[src/utf8_string_validator_assert.svh]
// Assertion macros for the UTF-8 string validator.
// Used by the top level only; no other dependencies.
`ifndef UTF8_STRING_VALIDATOR_ASSERT_SVH
`define UTF8_STRING_VALIDATOR_ASSERT_SVH
`ifndef SYNTHESIS
`define UTF8V_ASSERT_IMP(label, clk, rst_n, ante, cons, msg) \
  label: assert property (@(posedge clk) disable iff (!rst_n) (ante) |-> (cons)) \
    else $error(msg);
`define UTF8V_ASSERT_NXT(label, clk, rst_n, ante, cons, msg) \
  label: assert property (@(posedge clk) disable iff (!rst_n) (ante) |=> (cons)) \
    else $error(msg);
`else
`define UTF8V_ASSERT_IMP(label, clk, rst_n, ante, cons, msg)
`define UTF8V_ASSERT_NXT(label, clk, rst_n, ante, cons, msg)
`endif
`endif

[src/utf8v_pkg.sv]
// Shared types and byte constants for the UTF-8 string validator.
// No dependencies.
package utf8v_pkg;

  localparam logic [7:0] BYTE_TAB      = 8'h09;
  localparam logic [7:0] BYTE_LF       = 8'h0A;
  localparam logic [7:0] BYTE_CR       = 8'h0D;
  localparam logic [7:0] BYTE_PRINT_LO = 8'h20;
  localparam logic [7:0] BYTE_PRINT_HI = 8'h7E;
  localparam logic [7:0] LEAD2_LO      = 8'hC2;
  localparam logic [7:0] LEAD2_HI      = 8'hDF;
  localparam logic [7:0] LEAD_E0       = 8'hE0;
  localparam logic [7:0] LEAD_ED       = 8'hED;
  localparam logic [7:0] LEAD3_HI      = 8'hEF;
  localparam logic [7:0] LEAD_F0       = 8'hF0;
  localparam logic [7:0] LEAD_F3       = 8'hF3;
  localparam logic [7:0] LEAD_F4       = 8'hF4;
  localparam logic [7:0] CONT_LO       = 8'h80;
  localparam logic [7:0] CONT_HI       = 8'hBF;
  localparam logic [7:0] CONT_8F       = 8'h8F;
  localparam logic [7:0] CONT_90       = 8'h90;
  localparam logic [7:0] CONT_9F       = 8'h9F;
  localparam logic [7:0] CONT_A0       = 8'hA0;

  typedef enum logic [2:0] {
    RANGE_FULL  = 3'd0,
    RANGE_A0_BF = 3'd1,
    RANGE_80_9F = 3'd2,
    RANGE_90_BF = 3'd3,
    RANGE_80_8F = 3'd4
  } range_class_t;

  typedef struct packed {
    logic [1:0]   pending;
    range_class_t range_class;
    logic         error;
  } state_t;

  // valid here means the request advances into the decoder this cycle
  typedef struct packed {
    logic       valid;
    logic [7:0] data_byte;
    logic       end_marker;
  } item_t;

  typedef struct packed {
    logic valid;
    logic string_valid;
  } result_t;

endpackage

[src/utf8_string_validator.sv]
// Top level of the restricted UTF-8 string validator.
// Depends on utf8v_pkg, utf8v_in_stage, utf8v_decode, utf8v_out_stage and the assert header.
//
//  channel  ports                                      request
//  in       in_valid in_stall in_data_byte in_end_marker  one string byte or an end marker
//  out      out_valid out_stall out_string_valid        one verdict per end marker
//
// One request per cycle is accepted while in_stall is low; a byte is checked in the cycle after it is taken.
// An end marker's verdict passes the input register and then the result register before it is valid at out.
// in_stall rises only while an end marker waits for the result register to be taken.
// Reset (synchronous, rst_n low) clears the sequence state and both valid flags.
`include "utf8_string_validator_assert.svh"
module utf8_string_validator (
  input  logic       clk,
  input  logic       rst_n,
  input  logic       in_valid,
  output logic       in_stall,
  input  logic [7:0] in_data_byte,
  input  logic       in_end_marker,
  output logic       out_valid,
  input  logic       out_stall,
  output logic       out_string_valid
);

  utf8v_pkg::item_t   dec_item;
  utf8v_pkg::result_t dec_res;
  utf8v_pkg::state_t  dec_st;
  logic               out_free;
  logic               out_blocked;
  logic               end_taken;
  logic               err_byte;
  logic               st_idle;

  utf8v_in_stage u_in (
    .clk          (clk),
    .rst_n        (rst_n),
    .in_valid     (in_valid),
    .in_stall     (in_stall),
    .in_data_byte (in_data_byte),
    .in_end_marker(in_end_marker),
    .out_free     (out_free),
    .item         (dec_item)
  );

  utf8v_decode u_dec (
    .clk  (clk),
    .rst_n(rst_n),
    .item (dec_item),
    .res  (dec_res),
    .st   (dec_st)
  );

  utf8v_out_stage u_out (
    .clk             (clk),
    .rst_n           (rst_n),
    .res             (dec_res),
    .out_free        (out_free),
    .out_valid       (out_valid),
    .out_stall       (out_stall),
    .out_string_valid(out_string_valid)
  );

  assign out_blocked = out_valid && out_stall;
  assign end_taken   = dec_item.valid && dec_item.end_marker;
  assign err_byte    = dec_st.error && dec_item.valid && !dec_item.end_marker;
  assign st_idle     = (dec_st.pending == 2'd0) && !dec_st.error &&
                       (dec_st.range_class == utf8v_pkg::RANGE_FULL);

  `UTF8V_ASSERT_IMP(a_stall_cause, clk, rst_n, in_stall, out_blocked, "stray input stall")
  `UTF8V_ASSERT_IMP(a_res_room, clk, rst_n, dec_res.valid, out_free, "result with no room")
  `UTF8V_ASSERT_NXT(a_end_clears, clk, rst_n, end_taken, st_idle, "state kept after end")
  `UTF8V_ASSERT_NXT(a_err_sticky, clk, rst_n, err_byte, $stable(dec_st), "error not sticky")

endmodule

[src/utf8v_in_stage.sv]
// Input register and input-side handshake for the UTF-8 string validator.
// Depends on utf8v_pkg.
module utf8v_in_stage (
  input  logic            clk,
  input  logic            rst_n,
  input  logic            in_valid,
  output logic            in_stall,
  input  logic [7:0]      in_data_byte,
  input  logic            in_end_marker,
  input  logic            out_free,
  output utf8v_pkg::item_t item
);

  logic       s1_valid_r;
  logic       s1_valid_nxt;
  logic [7:0] s1_data_r;
  logic       s1_end_r;
  logic       go;
  logic       accept;

  // data bytes always move on; an end marker needs room for its result
  assign go       = s1_valid_r && (!s1_end_r || out_free);
  assign in_stall = s1_valid_r && !go;
  assign accept   = in_valid && !in_stall;

  always_comb begin
    s1_valid_nxt = s1_valid_r;
    if (accept) begin
      s1_valid_nxt = 1'b1;
    end else if (go) begin
      s1_valid_nxt = 1'b0;
    end
  end

  always_ff @(posedge clk) begin
    if (!rst_n) begin
      s1_valid_r <= 1'b0;
    end else begin
      s1_valid_r <= s1_valid_nxt;
    end
  end

  always_ff @(posedge clk) begin
    if (accept) begin
      s1_data_r <= in_data_byte;
      s1_end_r  <= in_end_marker;
    end
  end

  assign item.valid      = go;
  assign item.data_byte  = s1_data_r;
  assign item.end_marker = s1_end_r;

endmodule

[src/utf8v_decode.sv]
// Sequence state and per-byte check/update for the UTF-8 string validator.
// Depends on utf8v_pkg.
module utf8v_decode (
  input  logic               clk,
  input  logic               rst_n,
  input  utf8v_pkg::item_t   item,
  output utf8v_pkg::result_t res,
  output utf8v_pkg::state_t  st
);

  utf8v_pkg::state_t st_r;
  utf8v_pkg::state_t st_nxt;

  function automatic logic cont_ok(input logic [7:0] b, input utf8v_pkg::range_class_t cls);
    logic [7:0] lo;
    logic [7:0] hi;
    lo = utf8v_pkg::CONT_LO;
    hi = utf8v_pkg::CONT_HI;
    case (cls)
      utf8v_pkg::RANGE_A0_BF: lo = utf8v_pkg::CONT_A0;
      utf8v_pkg::RANGE_80_9F: hi = utf8v_pkg::CONT_9F;
      utf8v_pkg::RANGE_90_BF: lo = utf8v_pkg::CONT_90;
      utf8v_pkg::RANGE_80_8F: hi = utf8v_pkg::CONT_8F;
      default: ;
    endcase
    return (b >= lo) && (b <= hi);
  endfunction

  always_comb begin
    logic [7:0] b;
    b                = item.data_byte;
    st_nxt           = st_r;
    res.valid        = 1'b0;
    res.string_valid = 1'b0;
    if (item.valid) begin
      if (item.end_marker) begin
        res.valid          = 1'b1;
        res.string_valid   = !st_r.error && (st_r.pending == 2'd0);
        st_nxt.pending     = 2'd0;
        st_nxt.range_class = utf8v_pkg::RANGE_FULL;
        st_nxt.error       = 1'b0;
      end else if (!st_r.error) begin
        if (st_r.pending != 2'd0) begin
          if (cont_ok(b, st_r.range_class)) begin
            st_nxt.pending     = st_r.pending - 2'd1;
            st_nxt.range_class = utf8v_pkg::RANGE_FULL;
          end else begin
            st_nxt.error = 1'b1;
          end
        end else if (b == utf8v_pkg::BYTE_TAB || b == utf8v_pkg::BYTE_LF ||
                     b == utf8v_pkg::BYTE_CR ||
                     (b >= utf8v_pkg::BYTE_PRINT_LO && b <= utf8v_pkg::BYTE_PRINT_HI)) begin
          st_nxt = st_r;
        end else if (b >= utf8v_pkg::LEAD2_LO && b <= utf8v_pkg::LEAD2_HI) begin
          st_nxt.pending     = 2'd1;
          st_nxt.range_class = utf8v_pkg::RANGE_FULL;
        end else if (b == utf8v_pkg::LEAD_E0) begin
          st_nxt.pending     = 2'd2;
          st_nxt.range_class = utf8v_pkg::RANGE_A0_BF;
        end else if (b == utf8v_pkg::LEAD_ED) begin
          // surrogates excluded
          st_nxt.pending     = 2'd2;
          st_nxt.range_class = utf8v_pkg::RANGE_80_9F;
        end else if (b > utf8v_pkg::LEAD_E0 && b <= utf8v_pkg::LEAD3_HI) begin
          st_nxt.pending     = 2'd2;
          st_nxt.range_class = utf8v_pkg::RANGE_FULL;
        end else if (b == utf8v_pkg::LEAD_F0) begin
          st_nxt.pending     = 2'd3;
          st_nxt.range_class = utf8v_pkg::RANGE_90_BF;
        end else if (b > utf8v_pkg::LEAD_F0 && b <= utf8v_pkg::LEAD_F3) begin
          st_nxt.pending     = 2'd3;
          st_nxt.range_class = utf8v_pkg::RANGE_FULL;
        end else if (b == utf8v_pkg::LEAD_F4) begin
          // caps code points at U+10FFFF
          st_nxt.pending     = 2'd3;
          st_nxt.range_class = utf8v_pkg::RANGE_80_8F;
        end else begin
          st_nxt.error = 1'b1;
        end
      end
    end
  end

  always_ff @(posedge clk) begin
    if (!rst_n) begin
      st_r.pending     <= 2'd0;
      st_r.range_class <= utf8v_pkg::RANGE_FULL;
      st_r.error       <= 1'b0;
    end else begin
      st_r <= st_nxt;
    end
  end

  assign st = st_r;

endmodule

[src/utf8v_out_stage.sv]
// Result register and output-side handshake for the UTF-8 string validator.
// Depends on utf8v_pkg.
module utf8v_out_stage (
  input  logic               clk,
  input  logic               rst_n,
  input  utf8v_pkg::result_t res,
  output logic               out_free,
  output logic               out_valid,
  input  logic               out_stall,
  output logic               out_string_valid
);

  logic out_valid_r;
  logic out_valid_nxt;
  logic out_sv_r;

  assign out_free = !out_valid_r || !out_stall;

  always_comb begin
    out_valid_nxt = out_valid_r;
    if (res.valid) begin
      out_valid_nxt = 1'b1;
    end else if (out_free) begin
      out_valid_nxt = 1'b0;
    end
  end

  always_ff @(posedge clk) begin
    if (!rst_n) begin
      out_valid_r <= 1'b0;
    end else begin
      out_valid_r <= out_valid_nxt;
    end
  end

  always_ff @(posedge clk) begin
    if (res.valid) begin
      out_sv_r <= res.string_valid;
    end
  end

  assign out_valid        = out_valid_r;
  assign out_string_valid = out_sv_r;

endmodule

[config.mk]
export PLATFORM = sky130hd
export DESIGN_NAME = utf8_string_validator
export DESIGN_NICKNAME = d
export VERILOG_FILES = /design/src/utf8v_pkg.sv /design/src/utf8_string_validator.sv /design/src/utf8v_in_stage.sv /design/src/utf8v_decode.sv /design/src/utf8v_out_stage.sv
export VERILOG_INCLUDE_DIRS = /design/src /design/src/src
export SDC_FILE = /design/constraint.sdc
export NUM_CORES = 1
export LEC_CHECK = 0
export ABC_CLOCK_PERIOD_IN_PS = 4700
export BUFFER_PORTS_ARGS = -buffer_cell sky130_fd_sc_hd__buf_2
export CORE_MARGIN = 2
export CORE_UTILIZATION = 40
export DETAILED_ROUTE_END_ITERATION = 7
export GPL_ROUTABILITY_DRIVEN = 1
export PLACE_DENSITY_LB_ADDON = 0.12
export SYNTH_ARGS = -nofsm -noshare
export SYNTH_HDL_FRONTEND = slang
export SYNTH_SLANG_ARGS = --single-unit
[constraint.sdc]
create_clock -name clk -period 4.7 [get_ports clk]
set_input_delay 0.94 -clock clk [delete_from_list [all_inputs] [get_ports clk]]
set_output_delay 0.94 -clock clk [all_outputs]
set_load 0.01 [all_outputs]
==> PnR_summary.wiki <==
{| class="wikitable"
! Metric !! Value
|-
| Comb pwr share || a little under an eighth
|-
| Number of unique standard cell types used by synthesis || 42
|-
| Static leakage power || between 0.5 and 0.6 nW
|-
| Overall die height || 55.7 µm
|-
| Post-cts repair resize count || 0
|-
| Row cnt || 18
|-
| Yosys warnings || 0
|-
| Gr ovfl total || 0
|-
| Worst Min Path Start || u_in.s1_valid_r
|-
| Highest attainable clock frequency || about 420 MHz
|-
| Number of max-slew violations in the final report || 0
|-
| Cell with the most instances after synthesis || edfxtp_1
|-
| Type of the setup path with the least slack || in -> out
|-
| Gate Count Post-Synth || 104
|-
| Post-layout minimum cycle time || roughly 2.4 ns
|-
| Final ANT Viol Nets || 0
|-
| Portion of total power attributed to the clock network || about 27%
|-
| Most used flip-flop cell after synthesis || edfxtp_1
|-
| Iter 0 DRT Violations || 18
|-
| Switching fraction of total power || 24.9%
|-
| CTS Sinks || 18
|-
| Area of all placed cells without fillers || about 0.0012 mm²
|-
| Fin Clk Skew || about 0.0047 ns
|-
| Count of vias placed by the detailed router || around 860
|-
| CTS tree || done
|-
| Post-synth EDFFs || 10
|-
| Normalized max-slew margin || between 50% and 60%
|-
| Worst-case vdd ir drop || 0.000226 V
|-
| CP max stage cell || nor2_1
|-
| Area of the mapped netlist || between 0.001 and 0.0015 mm²
|-
| Setup crit end kind || primary output
|-
| CTS buffer count || 3
|-
| Clk_lat worst skew || between 0.2 and 0.3 ns
|-
| Vias per inst || around 5.7
|-
| Final WL || 2.14 mm
|-
| GRT Util Overall || around 15%
|-
| Post-Synthesis Mean Instance Area || slightly above 10 µm²
|-
| Internal power of the cells || about 220 µW
|-
| Estimated wirelength of the detail-placed design || 1.71 mm
|-
| Buffer count from post-CTS setup fixing || 0
|-
| Worst-path cell chain || buf_2 > nand2_1 > nor2_1 > buf_2
|-
| Layout overhead on the synthesized area || 12.7%
|-
| Power per Cell Area || between 200 and 250 mW/mm²
|-
| Initial core utilization || between 40% and 50%
|-
| Top post-synthesis cells by area || edfxtp_1 28%, dfxtp_1 15%, ha_1 4.7%, nor2_1 3.2%, a21oi_1 2.8%
|-
| Final RePlAce weighted congestion || 0.788
|-
| Setup slack of the worst register-to-register path || approximately 2.4 ns
|-
| Kind of start point of the critical path || primary input
|-
| Proportion of register bits with asynchronous set or reset after synthesis || 0%
|-
| Area of the placeable core || between 0.002 and 0.0025 mm²
|-
| Fraction of layout instances using a drive strength above 1 || between 20 and 25%
|-
| Synthesized net count || between 100 and 150
|-
| Clock transition at path regs || around 0.10 ns
|-
| Clk Tree Root Cell || clkbuf_4
|-
| Sequential share of power || about three fifths
|-
| DRC || 0
|-
| Net total in the final layout || between 100 and 150
|-
| Setup repair after global routing missed its margin || no
|-
| Cell Area, Placed || 0.00118 mm²
|-
| Slew of the pin with the lowest slew margin || about 0.69 ns
|-
| Result of the run || completed
|-
| Detail-routed net length per standard cell || approximately 14 µm
|-
| Die area || between 0.003 and 0.004 mm²
|-
| H-tree Lvls || 1
|-
| Vias in the first global route || between 800 and 900
|-
| Multi-input gate area || a little under 600 µm²
|-
| Boundary Pins || 16
|-
| Highest net fanout along the worst path || 4
|-
| Count of inserted antenna diode cells || 0
|-
| Launching point of the worst reg2reg path || u_dec.st[1]
|-
| Hold Path Cell Cnt || 2
|-
| Synthesis-stage register bit count || 18
|-
| Commonest cells post-synth || 10 x edfxtp_1, 9 x nor2_1, 8 x dfxtp_1
|-
| Filler cell count in the final layout || around 240
|-
| Largest net degree at the start of global routing || 12
|-
| Global-route wire length before repair || about 3.6 mm
|-
| Most frequent CP cell || buf_2
|-
| Net load switching power || roughly 73 µW
|-
| Final setup vio count || 0
|-
| Min-delay worst type || reg -> reg
|-
| Top-area cell type share of the netlist area || roughly 28%
|-
| Number of buffers between clock root and the deepest sink || 2
|-
| Post-cts hold buffer count || 0
|-
| Count of TritonRoute iterations in the first routing pass || 4
|-
| Sequential share of the synthesized area || 43.1%
|-
| Port Buffer Count || 15
|-
| Crit-path max cell delay || around 0.17 ns
|-
| Endpoint of the worst hold-timing path || u_out.out_valid
|-
| Antenna violations before repair || 0
|-
| Area leader, netlist || edfxtp_1
|-
| RR Endpoint || u_dec.st[4]
|-
| Final total negative setup slack || 0 ns
|-
| Die Wd || 55.7 µm
|-
| Final Hold Vio Count || 0
|-
| Fraction of the cycle the final worst path needs || approximately half
|-
| WP data required || 3.76 ns
|-
| Combined flip-flop and latch cell area || 460 µm²
|-
| Number of maximum-capacitance violations || 0
|-
| Number of cells on the worst reg-to-reg path || 6
|-
| Arrival time reported for the critical path endpoint || ~1.4 ns
|}
==> per-stage QoR <==
stage / hold slack, ns / cells / utilization (%) / total power, mW / setup slack [ns]
2_1_floorplan: 0.477 / 104 / - / 0.206 / 2.50
3_3_place_gp: 0.505 / 148 / 47.0 / 0.218 / 2.35
3_5_place_dp: 0.511 / 148 / 47.0 / 0.219 / 2.33
4_1_cts: 0.529 / 152 / 48.1 / 0.297 / 2.33
5_1_grt: 0.566 / 152 / 48.1 / 0.311 / 2.24
6_report: 0.521 / 152 / 48.1 / 0.295 / 2.33
==> critical path: cells and delay by family <==
kind | cells | cell delay (ns)
buf+inv | 2 | 0.23
simple gates | 2 | 0.25
==> flip-flops by register name, indices dropped and copies added, names as in the netlist <==
| signal | count |
|---|---|
| u_in.s1_data_r | 8 |
| u_in.s1_end_r | 1 |
| u_out.out_valid | 1 |
| u_dec.st | 6 |
| u_in.s1_valid_r | 1 |
| u_out.out_string_valid | 1 |
==> how the worst max path moves through the flow <==
stage,slack [ns],cells after the start,start,end
2_1_floorplan,2.50,2,out_stall,in_stall
3_3_place_gp,2.35,4,out_stall,in_stall
3_5_place_dp,2.33,4,out_stall,in_stall
4_1_cts,2.33,4,out_stall,in_stall
5_1_grt,2.24,4,out_stall,in_stall
6_report,2.33,4,out_stall,in_stall
==> per-layer routing <==
layer / GRT usage [%] / part of all wire [%] / wire (µm)
met5: 0 / 0 / 0
met4: 6.27 / 1.4 / 29
met3: 3.02 / 2.8 / 60
met2: 23.3 / 48 / 1020
met1: 18.9 / 48 / 1030
==> placed cells by master (no fill, tap or decap), types with 4 or more instances in the layout <==
master and n:
nand3_1 4, a21oi_1 6, nand2_1 4, dfxtp_1 8
nor3_1 5, inv_1 7, edfxtp_1 10, buf_2 15
ha_1 4, nor2_1 9
==> power by group through the flow <==
stage          clock network [mW]  registers (mW)  logic (mW)
2_1_floorplan                   0           0.183      0.0236
3_3_place_gp                    0           0.184      0.0338
4_1_cts                    0.0811           0.181      0.0348
6_report                   0.0792           0.181      0.0347
3_5_place_dp                    0           0.185      0.0347
5_1_grt                    0.0900           0.182      0.0389
==> cell families after synthesis <==
family | share of synthesized area, %
flops | 43.1
fa+ha+maj | 4.69
buf+inv | 2.81
simple gates | 24.2
xor+xnor | 0.821
compound gates | 23.3
mux | 1.06
==> final cells by class <==
| class | count | area share, % |
|---|---|---|
| timing repair buffer | 15 | 6.24 |
| multi-input combinational | 78 | 48.0 |
| clock buffer | 4 | 2.19 |
| sequential | 18 | 38.3 |
| inverter | 7 | 2.19 |
| tap | 30 | 3.12 |
No activity file was read; power rests on OpenSTA's default activity.
